$ cat src/rtl/urb_pkg.sv
// Shared codes, types and a helper function of the UART register block.
`default_nettype none
package urb_pkg;

  localparam int RX_FIFO_DEPTH_DEFAULT = 16;

  // Kinds of input word.
  localparam logic [1:0] ACT_READ    = 2'd0;
  localparam logic [1:0] ACT_WRITE   = 2'd1;
  localparam logic [1:0] ACT_RX_BYTE = 2'd2;
  localparam logic [1:0] ACT_TX_DONE = 2'd3;

  // Register offsets.
  localparam logic [2:0] REG_RBR_THR = 3'd0;
  localparam logic [2:0] REG_IER     = 3'd1;
  localparam logic [2:0] REG_IIR_FCR = 3'd2;
  localparam logic [2:0] REG_LCR     = 3'd3;
  localparam logic [2:0] REG_MCR     = 3'd4;
  localparam logic [2:0] REG_LSR     = 3'd5;
  localparam logic [2:0] REG_MSR     = 3'd6;
  localparam logic [2:0] REG_SCR     = 3'd7;

  localparam int LCR_DLAB_BIT = 7;

  // Interrupt identification codes, highest priority first.
  localparam logic [3:0] IIR_LINE_STATUS = 4'h6;
  localparam logic [3:0] IIR_RX_DATA     = 4'h4;
  localparam logic [3:0] IIR_THR_EMPTY   = 4'h2;
  localparam logic [3:0] IIR_NONE        = 4'h1;
  localparam logic [1:0] IIR_FIFO_MARK   = 2'b11;

  // Interrupt enable bits.
  localparam int IER_RX_DATA_BIT = 0;
  localparam int IER_THRE_BIT    = 1;
  localparam int IER_LINE_BIT    = 2;

  // One result word as it leaves the update logic.
  typedef struct packed {
    logic [7:0]  read_data;
    logic        from_mem;
    logic        tx_valid;
    logic [7:0]  tx_byte;
    logic        irq;
    logic [15:0] divisor;
  } urb_res_t;

  function automatic logic [3:0] urb_iir_id(input logic [3:0] ie, input logic [3:0] errs,
                                            input logic rx_nonempty, input logic thre);
    logic [3:0] id;
    if (ie[IER_LINE_BIT] && (errs != 4'd0)) begin
      id = IIR_LINE_STATUS;
    end else if (ie[IER_RX_DATA_BIT] && rx_nonempty) begin
      id = IIR_RX_DATA;
    end else if (ie[IER_THRE_BIT] && thre) begin
      id = IIR_THR_EMPTY;
    end else begin
      id = IIR_NONE;
    end
    return id;
  endfunction

endpackage
`default_nettype wire

$ cat src/rtl/urb_fifo_mem.sv
// Receive FIFO storage: one write port, one registered read port.
`default_nettype none
module urb_fifo_mem #(
  parameter int DEPTH = 16,
  localparam int AW = (DEPTH > 1) ? $clog2(DEPTH) : 1
) (
  input  wire logic          clk,
  input  wire logic          wr_en,
  input  wire logic [AW-1:0] wr_addr,
  input  wire logic [7:0]    wr_data,
  input  wire logic          rd_en,
  input  wire logic [AW-1:0] rd_addr,
  output logic      [7:0]    rd_data
);

  logic [7:0] mem [DEPTH];

  always_ff @(posedge clk) begin
    if (wr_en) begin
      mem[wr_addr] <= wr_data;
    end
  end

  always_ff @(posedge clk) begin
    if (rd_en) begin
      rd_data <= mem[rd_addr];
    end
  end

endmodule
`default_nettype wire

$ cat src/rtl/urb_core.sv
// Register file state and its per-word update logic.
`default_nettype none
module urb_core
  import urb_pkg::*;
#(
  parameter int DEPTH = RX_FIFO_DEPTH_DEFAULT,
  localparam int AW = (DEPTH > 1) ? $clog2(DEPTH) : 1
) (
  input  wire logic          clk,
  input  wire logic          rst,
  input  wire logic          accept,
  input  wire logic [1:0]    action,
  input  wire logic [2:0]    reg_index,
  input  wire logic [7:0]    write_data,
  input  wire logic [7:0]    rx_byte,
  input  wire logic [2:0]    rx_errors,
  output urb_res_t           res,
  output logic               mem_wr_en,
  output logic [AW-1:0]      mem_wr_addr,
  output logic [7:0]         mem_wr_data,
  output logic               mem_rd_en,
  output logic [AW-1:0]      mem_rd_addr
);

  localparam int CW = $clog2(DEPTH + 1);
  localparam int SW = CW + 1;

  logic [AW-1:0] rx_head, rx_head_next;
  logic [CW-1:0] rx_count, rx_count_next;
  logic [7:0]    tx_hold, tx_hold_next;
  logic          tx_hold_full, tx_hold_full_next;
  logic          shifter_busy, shifter_busy_next;
  logic          thre_pending, thre_pending_next;
  logic [3:0]    line_errors, line_errors_next;
  logic [3:0]    int_enable, int_enable_next;
  logic [7:0]    line_control, line_control_next;
  logic [4:0]    modem_control, modem_control_next;
  logic [7:0]    scratch, scratch_next;
  logic [7:0]    divisor_low, divisor_low_next;
  logic [7:0]    divisor_high, divisor_high_next;
  logic          fifo_enabled, fifo_enabled_next;

  logic          dlab;
  logic          rx_nonempty;
  logic [3:0]    iir_cur;
  logic [3:0]    rx_flags;
  logic [CW-1:0] rx_cap;
  logic [SW-1:0] tail_sum;
  logic [AW-1:0] tail_addr;
  logic [AW-1:0] head_inc;
  logic          wr_req;
  logic          rd_req;

  assign dlab        = line_control[LCR_DLAB_BIT];
  assign rx_nonempty = (rx_count != '0);
  assign iir_cur     = urb_iir_id(int_enable, line_errors, rx_nonempty, thre_pending);
  assign rx_flags    = {rx_errors, 1'b0};
  assign rx_cap      = fifo_enabled ? CW'(DEPTH) : CW'(1);
  assign head_inc    = (rx_head == AW'(DEPTH - 1)) ? '0 : rx_head + AW'(1);

  // Head plus count stays below twice the depth, so one subtract wraps it.
  always_comb begin
    tail_sum = SW'(rx_head) + SW'(rx_count);
    if (tail_sum >= SW'(DEPTH)) begin
      tail_sum = tail_sum - SW'(DEPTH);
    end
    tail_addr = tail_sum[AW-1:0];
  end

  always_comb begin
    rx_head_next       = rx_head;
    rx_count_next      = rx_count;
    tx_hold_next       = tx_hold;
    tx_hold_full_next  = tx_hold_full;
    shifter_busy_next  = shifter_busy;
    thre_pending_next  = thre_pending;
    line_errors_next   = line_errors;
    int_enable_next    = int_enable;
    line_control_next  = line_control;
    modem_control_next = modem_control;
    scratch_next       = scratch;
    divisor_low_next   = divisor_low;
    divisor_high_next  = divisor_high;
    fifo_enabled_next  = fifo_enabled;
    res                = '0;
    wr_req             = 1'b0;
    rd_req             = 1'b0;
    mem_wr_addr        = tail_addr;

    unique case (action)
      ACT_READ: begin
        unique case (reg_index)
          REG_RBR_THR: begin
            if (dlab) begin
              res.read_data = divisor_low;
            end else if (rx_nonempty) begin
              rd_req        = 1'b1;
              res.from_mem  = 1'b1;
              rx_head_next  = head_inc;
              rx_count_next = rx_count - CW'(1);
            end
          end
          REG_IER: res.read_data = dlab ? divisor_high : {4'd0, int_enable};
          REG_IIR_FCR: begin
            res.read_data = {(fifo_enabled ? IIR_FIFO_MARK : 2'b00), 2'b00, iir_cur};
            if (iir_cur == IIR_THR_EMPTY) begin
              thre_pending_next = 1'b0;
            end
          end
          REG_LCR: res.read_data = line_control;
          REG_MCR: res.read_data = {3'd0, modem_control};
          REG_LSR: begin
            res.read_data = {fifo_enabled && (line_errors[3:1] != 3'd0),
                             !tx_hold_full && !shifter_busy,
                             !tx_hold_full,
                             line_errors,
                             rx_nonempty};
            line_errors_next = 4'd0;
          end
          REG_MSR: res.read_data = 8'd0;
          REG_SCR: res.read_data = scratch;
          default: res.read_data = 8'd0;
        endcase
      end
      ACT_WRITE: begin
        unique case (reg_index)
          REG_RBR_THR: begin
            if (dlab) begin
              divisor_low_next = write_data;
            end else if (!shifter_busy && !tx_hold_full) begin
              shifter_busy_next = 1'b1;
              res.tx_valid      = 1'b1;
              res.tx_byte       = write_data;
              thre_pending_next = 1'b1;
            end else begin
              tx_hold_next      = write_data;
              tx_hold_full_next = 1'b1;
              thre_pending_next = 1'b0;
            end
          end
          REG_IER: begin
            if (dlab) begin
              divisor_high_next = write_data;
            end else begin
              if (write_data[IER_THRE_BIT] && !int_enable[IER_THRE_BIT] && !tx_hold_full) begin
                thre_pending_next = 1'b1;
              end
              int_enable_next = write_data[3:0];
            end
          end
          REG_IIR_FCR: begin
            if ((write_data[0] != fifo_enabled) || write_data[1]) begin
              rx_head_next  = '0;
              rx_count_next = '0;
            end
            fifo_enabled_next = write_data[0];
            if (write_data[2] && tx_hold_full) begin
              tx_hold_full_next = 1'b0;
              thre_pending_next = 1'b1;
            end
          end
          REG_LCR: line_control_next  = write_data;
          REG_MCR: modem_control_next = write_data[4:0];
          REG_SCR: scratch_next       = write_data;
          default: ;
        endcase
      end
      ACT_RX_BYTE: begin
        if (rx_count < rx_cap) begin
          wr_req           = 1'b1;
          rx_count_next    = rx_count + CW'(1);
          line_errors_next = line_errors | rx_flags;
        end else begin
          // Overrun: without FIFOs the new byte replaces the held one.
          line_errors_next = line_errors | 4'b0001;
          if (!fifo_enabled) begin
            wr_req           = 1'b1;
            mem_wr_addr      = rx_head;
            line_errors_next = line_errors | 4'b0001 | rx_flags;
          end
        end
      end
      ACT_TX_DONE: begin
        if (shifter_busy) begin
          if (tx_hold_full) begin
            res.tx_valid      = 1'b1;
            res.tx_byte       = tx_hold;
            tx_hold_full_next = 1'b0;
            thre_pending_next = 1'b1;
          end else begin
            shifter_busy_next = 1'b0;
          end
        end
      end
      default: ;
    endcase

    res.irq     = urb_iir_id(int_enable_next, line_errors_next, rx_count_next != '0,
                             thre_pending_next) != IIR_NONE;
    res.divisor = {divisor_high_next, divisor_low_next};
  end

  assign mem_wr_en   = accept && wr_req;
  assign mem_wr_data = rx_byte;
  assign mem_rd_en   = accept && rd_req;
  assign mem_rd_addr = rx_head;

  always_ff @(posedge clk) begin
    if (rst) begin
      rx_head       <= '0;
      rx_count      <= '0;
      tx_hold       <= 8'd0;
      tx_hold_full  <= 1'b0;
      shifter_busy  <= 1'b0;
      thre_pending  <= 1'b0;
      line_errors   <= 4'd0;
      int_enable    <= 4'd0;
      line_control  <= 8'd0;
      modem_control <= 5'd0;
      scratch       <= 8'd0;
      divisor_low   <= 8'd0;
      divisor_high  <= 8'd0;
      fifo_enabled  <= 1'b0;
    end else if (accept) begin
      rx_head       <= rx_head_next;
      rx_count      <= rx_count_next;
      tx_hold       <= tx_hold_next;
      tx_hold_full  <= tx_hold_full_next;
      shifter_busy  <= shifter_busy_next;
      thre_pending  <= thre_pending_next;
      line_errors   <= line_errors_next;
      int_enable    <= int_enable_next;
      line_control  <= line_control_next;
      modem_control <= modem_control_next;
      scratch       <= scratch_next;
      divisor_low   <= divisor_low_next;
      divisor_high  <= divisor_high_next;
      fifo_enabled  <= fifo_enabled_next;
    end
  end

  a_count_bound: assert property (@(posedge clk) disable iff (rst)
    rx_count <= CW'(DEPTH))
    else $error("receive count exceeds FIFO depth");

  a_single_when_off: assert property (@(posedge clk) disable iff (rst)
    !fifo_enabled |-> (rx_count <= CW'(1)))
    else $error("more than one byte held with FIFOs disabled");

  a_head_bound: assert property (@(posedge clk) disable iff (rst)
    CW'(rx_head) < CW'(DEPTH))
    else $error("receive head out of range");

  a_tx_marks_busy: assert property (@(posedge clk) disable iff (rst)
    (accept && res.tx_valid) |=> shifter_busy)
    else $error("byte sent to shifter without marking it busy");

  a_hold_needs_busy: assert property (@(posedge clk) disable iff (rst)
    tx_hold_full |-> shifter_busy)
    else $error("holding register full while shifter idle");

endmodule
`default_nettype wire

$ cat src/rtl/urb_pipe.sv
// Two-stage result pipeline: memory read stage and output register.
`default_nettype none
module urb_pipe
  import urb_pkg::*;
(
  input  wire logic        clk,
  input  wire logic        rst,
  input  wire logic        in_valid,
  output logic             in_ready,
  output logic             accept,
  input  wire urb_res_t    res,
  input  wire logic [7:0]  mem_data,
  output logic             out_valid,
  input  wire logic        out_ready,
  output logic [7:0]       read_data,
  output logic             tx_valid,
  output logic [7:0]       tx_byte,
  output logic             irq,
  output logic [15:0]      divisor
);

  logic     s1_valid;
  urb_res_t s1_res;
  logic     s2_valid;
  logic     s1_advance;

  assign s1_advance = !s2_valid || out_ready;
  assign in_ready   = !s1_valid || s1_advance;
  assign accept     = in_valid && in_ready;
  assign out_valid  = s2_valid;

  always_ff @(posedge clk) begin
    if (rst) begin
      s1_valid <= 1'b0;
      s2_valid <= 1'b0;
    end else begin
      if (in_ready) begin
        s1_valid <= accept;
      end
      if (s1_advance) begin
        s2_valid <= s1_valid;
      end
    end
  end

  always_ff @(posedge clk) begin
    if (accept) begin
      s1_res <= res;
    end
    if (s1_advance && s1_valid) begin
      read_data <= s1_res.from_mem ? mem_data : s1_res.read_data;
      tx_valid  <= s1_res.tx_valid;
      tx_byte   <= s1_res.tx_byte;
      irq       <= s1_res.irq;
      divisor   <= s1_res.divisor;
    end
  end

  a_no_drop: assert property (@(posedge clk) disable iff (rst)
    (s1_valid && s2_valid && !out_ready) |=> (s1_valid && s2_valid))
    else $error("pipeline lost a word while stalled");

  a_stall_blocks_input: assert property (@(posedge clk) disable iff (rst)
    (s1_valid && s2_valid && !out_ready) |-> !accept)
    else $error("word accepted into a full pipeline");

  a_advance_fills_out: assert property (@(posedge clk) disable iff (rst)
    (s1_valid && s1_advance) |=> s2_valid)
    else $error("result stage did not take the advancing word");

endmodule
`default_nettype wire

$ cat src/rtl/uart_8250_register_block.sv
// Top level of the 8250/16550-style UART register block.
`default_nettype none
// This block holds the programmer-visible registers of an 8250/16550-style
// UART: RBR/THR, IER, IIR/FCR, LCR, MCR, LSR, MSR and SCR at offsets 0 to 7,
// with the divisor latches in place of offsets 0 and 1 while LCR bit 7 is set.
// Each input word is a bus read, a bus write, a byte received from the serial
// line with its parity, framing and break flags, or a notice that the transmit
// shifter has finished its byte; every input word produces exactly one output
// word carrying the read data (zero unless a read), a byte for the transmit
// shifter when one is launched, the interrupt request after the word, and the
// current 16-bit baud divisor. The receive FIFO lives in a synchronous memory
// of RX_FIFO_DEPTH bytes (one byte of it is used while FIFOs are disabled);
// all other state is in flip-flops and is updated in the cycle a word is
// accepted. The block takes one word per clock cycle unless a stalled output
// holds it back. A result passes through the FIFO memory read stage and then
// the output register, so a stalled output still leaves room for one more
// input word before in_ready drops. Because each word's FIFO write lands at
// the edge that accepts it, a later read of the same entry always sees it,
// and no bypass is needed. The FIFO memory is not cleared at reset; only
// entries that were written are ever read.
module uart_8250_register_block
  import urb_pkg::*;
#(
  parameter int RX_FIFO_DEPTH = RX_FIFO_DEPTH_DEFAULT
) (
  input  wire logic        clk,
  input  wire logic        rst,
  input  wire logic        in_valid,
  output logic             in_ready,
  input  wire logic [1:0]  action,
  input  wire logic [2:0]  reg_index,
  input  wire logic [7:0]  write_data,
  input  wire logic [7:0]  rx_byte,
  input  wire logic [2:0]  rx_errors,
  output logic             out_valid,
  input  wire logic        out_ready,
  output logic [7:0]       read_data,
  output logic             tx_valid,
  output logic [7:0]       tx_byte,
  output logic             irq,
  output logic [15:0]      divisor
);

  localparam int AW = (RX_FIFO_DEPTH > 1) ? $clog2(RX_FIFO_DEPTH) : 1;

  logic          accept;
  urb_res_t      res;
  logic          mem_wr_en;
  logic [AW-1:0] mem_wr_addr;
  logic [7:0]    mem_wr_data;
  logic          mem_rd_en;
  logic [AW-1:0] mem_rd_addr;
  logic [7:0]    mem_rd_data;

  // Register state and the update for the word being accepted.
  urb_core #(
    .DEPTH (RX_FIFO_DEPTH)
  ) u_core (
    .clk         (clk),
    .rst         (rst),
    .accept      (accept),
    .action      (action),
    .reg_index   (reg_index),
    .write_data  (write_data),
    .rx_byte     (rx_byte),
    .rx_errors   (rx_errors),
    .res         (res),
    .mem_wr_en   (mem_wr_en),
    .mem_wr_addr (mem_wr_addr),
    .mem_wr_data (mem_wr_data),
    .mem_rd_en   (mem_rd_en),
    .mem_rd_addr (mem_rd_addr)
  );

  // Receive FIFO storage.
  urb_fifo_mem #(
    .DEPTH (RX_FIFO_DEPTH)
  ) u_fifo_mem (
    .clk     (clk),
    .wr_en   (mem_wr_en),
    .wr_addr (mem_wr_addr),
    .wr_data (mem_wr_data),
    .rd_en   (mem_rd_en),
    .rd_addr (mem_rd_addr),
    .rd_data (mem_rd_data)
  );

  // Handshake and result staging.
  urb_pipe u_pipe (
    .clk       (clk),
    .rst       (rst),
    .in_valid  (in_valid),
    .in_ready  (in_ready),
    .accept    (accept),
    .res       (res),
    .mem_data  (mem_rd_data),
    .out_valid (out_valid),
    .out_ready (out_ready),
    .read_data (read_data),
    .tx_valid  (tx_valid),
    .tx_byte   (tx_byte),
    .irq       (irq),
    .divisor   (divisor)
  );

endmodule
`default_nettype wire
$ cat config.mk
export PLATFORM = sky130hd
export DESIGN_NAME = uart_8250_register_block
export DESIGN_NICKNAME = d
export VERILOG_FILES = /design/src/rtl/urb_pkg.sv /design/src/rtl/urb_fifo_mem.sv /design/src/rtl/urb_core.sv /design/src/rtl/urb_pipe.sv /design/src/rtl/uart_8250_register_block.sv
export SDC_FILE = /design/constraint.sdc
export NUM_CORES = 1
export LEC_CHECK = 0
export BUFFER_PORTS_ARGS = -buffer_cell sky130_fd_sc_hd__buf_2
export CAP_MARGIN = 20
export CORE_ASPECT_RATIO = 1.75
export CORE_MARGIN = 4
export CORE_UTILIZATION = 30
export CTS_BUF_LIST = sky130_fd_sc_hd__clkbuf_2
export CTS_CLUSTER_SIZE = 40
export DETAILED_ROUTE_END_ITERATION = 8
export PLACE_DENSITY = 0.44
export SKIP_LAST_GASP = 1
export SYNTH_ARGS = -nofsm -noshare
export SYNTH_HDL_FRONTEND = slang
export SYNTH_SLANG_ARGS = --single-unit
$ cat constraint.sdc
create_clock -name clk -period 5.15 [get_ports clk]
set_clock_uncertainty 0.2 [all_clocks]
set_input_delay 1.2875 -clock clk [delete_from_list [all_inputs] [get_ports clk]]
set_output_delay 1.2875 -clock clk [all_outputs]
set_load 0.005 [all_outputs]
======== Yosys cells after proc, flatten, opt, wreduce, memory -nomap -nowiden ========
Memory sizes are Yosys's and may differ from the RTL's. A register that Yosys moved wholly into a read port is not among the register bits.
Index checks and enable logic that the tools add are counted.
word-level totals
  output and inout port bits .............. 36
  bits of input ports ..................... 28
  memories ................................ 1
  word-level logic and storage cells ...... 189
  memory bits (writable) .................. 128
  bits in registers ....................... 137
memory list
  name            words  bits a word  read ports  clocked after memory_dff  wr ports  RTL line            text
  u_fifo_mem.mem  16     8            1           1                         1         urb_fifo_mem.sv:16  logic [7:0] mem [DEPTH];
operators by class
  reduce and logical (&&, ||, !) cells .... 41
  eq/ne operators ......................... 27
  bitwise logic cells ..................... 4
  magnitude comparators ................... 2
  mux-type cells .......................... 81
  add/sub/neg operators ................... 5
operators with widths
  operator              count
  $mux W8               9
  $mux W4               17
  $pmux W8 S8           1
  $mux W9               5
  $mux W5               7
  $mux W1               27
  $pmux W9 S2           1
  $pmux W4 S2           2
  $logic_and A1 B1 Y1   15
  $pmux W5 S3           1
  $reduce_and A7 Y1     2
  $eq A3 B3 Y1 const B  4
  $ne A2 B1 Y1 const B  6
  $reduce_and A3 Y1     4
  $reduce_and A5 Y1     2
  $reduce_bool A5 Y1    2
  $mux W3               3
  $or A4 B4 Y4          2
  $reduce_bool A4 Y1    2
  $add A4 B5 Y6         1
  $eq A3 B2 Y1 const B  2
  $ge A6 B5 Y1 const B  1
  $mux W2               3
  $ne A2 B2 Y1 const B  3
  24 further kinds      38

======== Longest topological paths before layout ========
  depth in word-level cells ............... 13
  mapped depth ............................ 10
  depth with buffers taken out ............ 8

======== Hierarchy ========
Synthesis repeated with hierarchy kept, for this count alone.
unflattened totals
  cells, all modules ...................... 816
  area total of the unflattened synthesis .. 11,666.2 um^2
by module, submodules not included
  module        instances  area each (um^2)  cells each  sequential area each (um^2)
  urb_fifo_mem  1          5,227.5           229         4,083.9
  urb_core      1          4,151.5           499         1,321.3
  urb_pipe      1          2,287.2           88          2,112.0

======== Worst setup path after synthesis ========
OpenSTA, ideal clock, no wires.
  path type ............................... in2reg
  start ................................... input port out_ready
  end ..................................... register u_core.divisor_high[0]
  buffers on the path ..................... 1
  data arrival time ....................... 3.513 ns
  library setup time ...................... 0.132 ns
  path slack .............................. 1.305 ns
  required time ........................... 4.818 ns
  stages on the path ...................... 7
  cell sequence ........................... nand3b_1 > nand2_1 > inv_1 > clkbuf_1 > nand3_1 > nand2_1 > a21oi_1
on the way
  word-level cells in the longest chain between the ends .. 3
ends and longest elaborated chain
  what                  RTL line                        text
  from (decl)           uart_8250_register_block.sv:36  input wire logic out_ready,
  $logic_or A1 B1 Y1    urb_pipe.sv:27                  assign s1_advance = !s2_valid || out_ready;
  $logic_or A1 B1 Y1    urb_pipe.sv:28                  assign in_ready = !s1_valid || s1_advance;
  $logic_and A1 B1 Y1   urb_pipe.sv:29                  assign accept = in_valid && in_ready;
  via accept            uart_8250_register_block.sv:46  logic accept;
  to (signal assigned)  urb_core.sv:237                 divisor_high <= divisor_high_next;
  to (decl)             urb_core.sv:40                  logic [7:0] divisor_high, divisor_high_next;
The timed path passes the listed nets, and every way through them passes these cells.
A chain may end at the register's enable or synchronous reset.

======== Worst setup path in the final report ========
  start ................................... register u_core.fifo_enabled
  end ..................................... memory u_fifo_mem.mem[9][4] (enable)
on the way
  word-level cells in the longest chain between the ends .. 7
  elaborated cells on any way between the ends .. 11
  classes of those cells .................. order compare (1); mux (9); reduce/logical (1)
ends and longest elaborated chain
  what                           RTL line            text
  from (decl)                    urb_core.sv:41      logic fifo_enabled, fifo_enabled_next;
  from (signal assigned)         urb_core.sv:238     fifo_enabled <= fifo_enabled_next;
  $mux W5                        urb_core.sv:58      assign rx_cap = fifo_enabled ? CW'(DEPTH) : CW'(1);
  $lt A5 B5 Y1                   urb_core.sv:169     if (rx_count < rx_cap) begin
  $mux W1                        urb_core.sv:169
  $mux W1                        urb_core.sv:90      unique case (action)
  $logic_and A1 B1 Y1            urb_core.sv:203     assign mem_wr_en = accept && wr_req;
  $mux W1                        urb_fifo_mem.sv:19  if (wr_en) begin
  $mux W1 (implied by the code)  urb_fifo_mem.sv:20  mem[wr_addr] <= wr_data;
  to (decl)                      urb_fifo_mem.sv:16
Parallel ways exist; a longest one is shown, timed or not.

==> reports/results.tsv <==
stage	metric	value	unit
run_status	run status	finished, final reports clean	
clock_tree	# clock sinks	273	
clock_tree	clock root cell	sky130_fd_sc_hd__clkbuf_2	
timing	Tcrit/Tclk final	70.1	%
timing	Hold WS	0.191	ns
logic_synthesis	area of the mapped netlist	11600	um2
drt	DRC violation count after routing	0	
clock_tree	Max H-tree Level	3	
power_and_ir_drop	Pwr Density	307	nW/um2
cells_and_area	fraction of layout instances using a drive strength above 1	28.6	%
worst_setup_path	critical path startpoint category	flip-flop	
clock_tree	Worst-Skew Late Latency	0.91	ns
die	Core Footprint	38400	um2
logic_synthesis	number of enable flip-flop cells after synthesis	205	
worst_setup_path	number of cells on the worst reg-to-reg path	7	
cells_and_area	area growth from synthesis to layout	12.7	%
timing	final setup fails	0	
drt	router iterations before antenna repair	7	
flow_run	number of violations of the max-capacitance limit	0	
power_and_ir_drop	Max IR drop VDD	87.6	uV
die	Cell Rows	95	
die	die area	42100	um2
drt	routed wirelength normalized by instance count	22.6	um
clock_tree	CTS tree	built	
grt	final global-route overflow total	0	
worst_setup_path	launching instance or port of the critical path	u_core.fifo_enabled$_SDFFE_PP0P_	
worst_setup_path	Crit Reg-Reg Startpoint	u_core.fifo_enabled$_SDFFE_PP0P_	
logic_synthesis	Avg Cell Area, Syn	13.8	um2
die	initial core utilization	30.3	%
clock_tree	maximum clock path buffer count	3	
grt	aggregate global-route resource usage	16.1	%
drt	detailed-route vias per instance	5.07	
drt	number of violations reported at the end of detailed-routing iteration 0	514	
timing	Worst Setup Slack, final	1.54	ns
place	count of input and output buffers	63	
place	pre-CTS setup slack	0.681	ns
worst_setup_path	Crit path arrival time	3.94	ns
timing	Max transition margin	30.2	%
cells_and_area	final core utilization	34.2	%
grt	first-pass GRT wire length	49500	um
logic_synthesis	ys async rst share	0	%
logic_synthesis	number of synthesized register bits	273	
grt	pin count of the biggest net entering global routing	46	
power_and_ir_drop	Power Total	4030	uW
worst_setup_path	critical path class	reg2reg	
power_and_ir_drop	leakage power	0.00464	uW
timing	top achievable clock speed	277	MHz
timing	Least-Margin Pin Slew	1.04	ns
logic_synthesis	Synth Warn #	0	
clock_tree	Gates resized, CTS repair	0	
timing	final number of max-transition violations	0	
logic_synthesis	sequential share of the synthesized area	64.6	%
die	die height	269	um
worst_setup_path	setup slack on the worst flop-to-flop path	1.54	ns
die	number of top-level pins	64	
place	placed wire-length estimate	23300	um
drt	Post-DRT Antenna Nets	0	
die	die extent in x	157	um
clock_tree	clock-pin slew on the worst setup and hold paths	0.11	ns
timing	Sum Neg Setup Slack	0	ns
worst_setup_path	worst-path maximum fanout	12	
logic_synthesis	unique cell type count in the Yosys netlist	71	
worst_setup_path	capture point of the worst reg-to-reg path	u_fifo_mem.mem[9][4]$_DFFE_PP_	
worst_setup_path	endpoint class of the critical path	flip-flop	
cells_and_area	# fillers	3838	
timing	number of hold violations in the final report	0	
logic_synthesis	syn nets	879	
worst_setup_path	Cell Chain, Critical Path	inv_1, ha_1, or4_4, o2111a_1, nand2b_4, xor2_1, nor3_1	
worst_setup_path	CP max-delay cell	sky130_fd_sc_hd__nor3_1	
min_path	type of the tightest min-delay check	reg2reg	
worst_setup_path	capturing element of the worst setup path	u_fifo_mem.mem[9][4]$_DFFE_PP_	
drt	total via count after detailed routing	7477	
logic_synthesis	Main synth FF type	sky130_fd_sc_hd__edfxtp_1	
drt	total length of routed wires	33400	um
cells_and_area	total number of nets in the final design	980	
logic_synthesis	Post-Syn Instances	843	
clock_tree	cts-stage hold buffer count	0	
timing	RSZ-0062 raised after global routing	false	
clock_tree	buffer count from post-CTS setup fixing	0	
grt	number of antenna violations at the first check in global routing	2	
grt	via count of the first global-routing pass	7767	
place	weighted congestion reported at the end of routability-driven placement	0.870	
timing	post-layout min period	3.61	ns
worst_setup_path	Crit path required time	5.48	ns
worst_setup_path	Crit path largest cell delay	0.92	ns
clock_tree	CTS Buf Count	66	
==> power breakdown <==
| group | internal [uW] | switching, uW | leakage [uW] |
|---|---|---|---|
| combinational | 53.0 | 135 | 0.00173 |
| clock | 552 | 880 | 0.000457 |
| sequential | 2390 | 14.5 | 0.00246 |
| total | 3000 | 1030 | 0.00464 |
==> state kept, by name, indices dropped and copies added (netlist names), 4 cells and up <==
register	count
u_core.scratch	8
u_core.line_errors	4
u_core.divisor_high	8
u_pipe.read_data	8
u_fifo_mem.rd_data	8
u_core.divisor_low	8
u_core.rx_count	5
u_core.tx_hold	8
u_core.modem_control	5
u_pipe.divisor	16
u_pipe.tx_byte	8
u_core.line_control	8
u_core.mem_rd_addr	4
u_core.int_enable	4
u_pipe.s1_res	35
u_fifo_mem.mem	128
==> critical path: cells and delay by family, from the launching register on <==
kind,cells,cell delay [ns]
simple gates,3,1.57
xor+xnor,1,0.24
fa+ha+maj,1,0.24
compound gates,1,0.39
buf+inv,1,0.15
flops,1,0.47
==> worst min-delay path by stage <==
stage                                      from                            to  cells after the start
floorplan            u_pipe.s1_res[0]$_DFFE_PP_   u_pipe.divisor[0]$_DFFE_PP_                      0
global placement     u_pipe.s1_res[4]$_DFFE_PP_   u_pipe.divisor[4]$_DFFE_PP_                      0
detailed placement   u_pipe.s1_res[9]$_DFFE_PP_   u_pipe.divisor[9]$_DFFE_PP_                      0
CTS                 u_pipe.s1_res[12]$_DFFE_PP_  u_pipe.divisor[12]$_DFFE_PP_                      0
global route        u_pipe.s1_res[12]$_DFFE_PP_  u_pipe.divisor[12]$_DFFE_PP_                      0
finish              u_pipe.s1_res[12]$_DFFE_PP_  u_pipe.divisor[12]$_DFFE_PP_                      0
==> logic make-up after synthesis <==
logic type      Yosys count  synth area share, %
compound gates          157                 8.84
xor+xnor                  5                0.441
flops                   273                 64.6
mux                      92                 12.5
buf+inv                  70                 2.54
fa+ha+maj                 8                0.925
simple gates            238                 10.2
==> final cells by class <==
class                   instances  area [um2]  share of cell area, %
well taps                     485         607                   4.63
repair buffers                 89         508                   3.87
inverters                      14        52.6                  0.401
diodes                          2        5.00                 0.0382
multi-input cells             500        3830                   29.2
clock inverters                17         109                  0.830
clock buffers                  96         480                   3.66
flip-flops and latches        273        7520                   57.3
==> per-layer routing <==
| metal | vias to the layer above | part of all wire (%) | global-route usage [%] |
|---|---|---|---|
| met2 | 214 | 59 | 32.2 |
| met3 | 63 | 3.9 | 3.07 |
| met5 | - | 0 | 0 |
| met1 | 3746 | 34 | 15.6 |
| met4 | 0 | 3.2 | 7.04 |
| li1 | 3454 | - | - |
==> placed cells by master, fill, tap and decap left out, drive strengths merged, types with 3 or more instances in the layout <==
master  synthesis  layout
nor3           22      22
ha              7       7
clkbuf         36     101
a22oi          11      11
clkinv          0      12
a21o            4       4
nand4           5       5
edfxtp        205     205
nor2           63      63
o211ai          8       8
a222oi          4       4
mux4           40      40
mux2i          28      28
a21oi          56      56
mux2           24      24
inv            14      17
dfxtp          68      68
o31ai           3       3
nor2b          11      11
nand2b          5       5
nand2          78      78
xnor2           3       3
a211oi          3       3
nand3          18      18
buf            20      84
o21ai          33      33
nor4            4       4
nand3b          5       5
a22o           13      13
a211o           3       3
or2             7       7
nor3b           6       6
==> cells in the mapped netlist (3+ instances only) <==
library cell | n | area share [%]
sky130_fd_sc_hd__a222oi_1 | 4 | 0.34
sky130_fd_sc_hd__clkbuf_1 | 36 | 1.2
sky130_fd_sc_hd__a211o_1 | 3 | 0.23
sky130_fd_sc_hd__nand3_1 | 17 | 0.73
sky130_fd_sc_hd__a21oi_1 | 55 | 2.4
sky130_fd_sc_hd__nor2b_1 | 11 | 0.59
sky130_fd_sc_hd__buf_1 | 6 | 0.19
sky130_fd_sc_hd__or2_2 | 7 | 0.38
sky130_fd_sc_hd__o31ai_1 | 3 | 0.19
sky130_fd_sc_hd__nand2b_1 | 4 | 0.21
sky130_fd_sc_hd__mux2_2 | 24 | 2.3
sky130_fd_sc_hd__a21o_1 | 4 | 0.26
sky130_fd_sc_hd__o21ai_0 | 29 | 1.2
sky130_fd_sc_hd__nor3b_1 | 5 | 0.32
sky130_fd_sc_hd__a22oi_1 | 11 | 0.71
sky130_fd_sc_hd__a22o_1 | 13 | 0.98
sky130_fd_sc_hd__nand4_1 | 5 | 0.27
sky130_fd_sc_hd__dfxtp_1 | 68 | 12
sky130_fd_sc_hd__edfxtp_1 | 205 | 53
sky130_fd_sc_hd__nor3_1 | 22 | 0.95
sky130_fd_sc_hd__a211oi_1 | 3 | 0.19
sky130_fd_sc_hd__o211ai_1 | 7 | 0.45
sky130_fd_sc_hd__inv_1 | 14 | 0.45
sky130_fd_sc_hd__nand3b_1 | 5 | 0.32
sky130_fd_sc_hd__mux4_2 | 40 | 7.7
sky130_fd_sc_hd__mux2i_1 | 28 | 2.4
sky130_fd_sc_hd__nand2_1 | 78 | 2.5
sky130_fd_sc_hd__buf_2 | 11 | 0.47
sky130_fd_sc_hd__ha_1 | 7 | 0.75
sky130_fd_sc_hd__nor2_1 | 63 | 2.0
sky130_fd_sc_hd__o21ai_1 | 3 | 0.13
==> metrics by stage <==
step                cells  instance area (um2)
finish               1476                13100
global route         1475                13100
CTS                  1468                13100
detailed placement   1355                12500
global placement     1354                12500
floorplan             843                11600
Power figures use the tool's default switching activity.
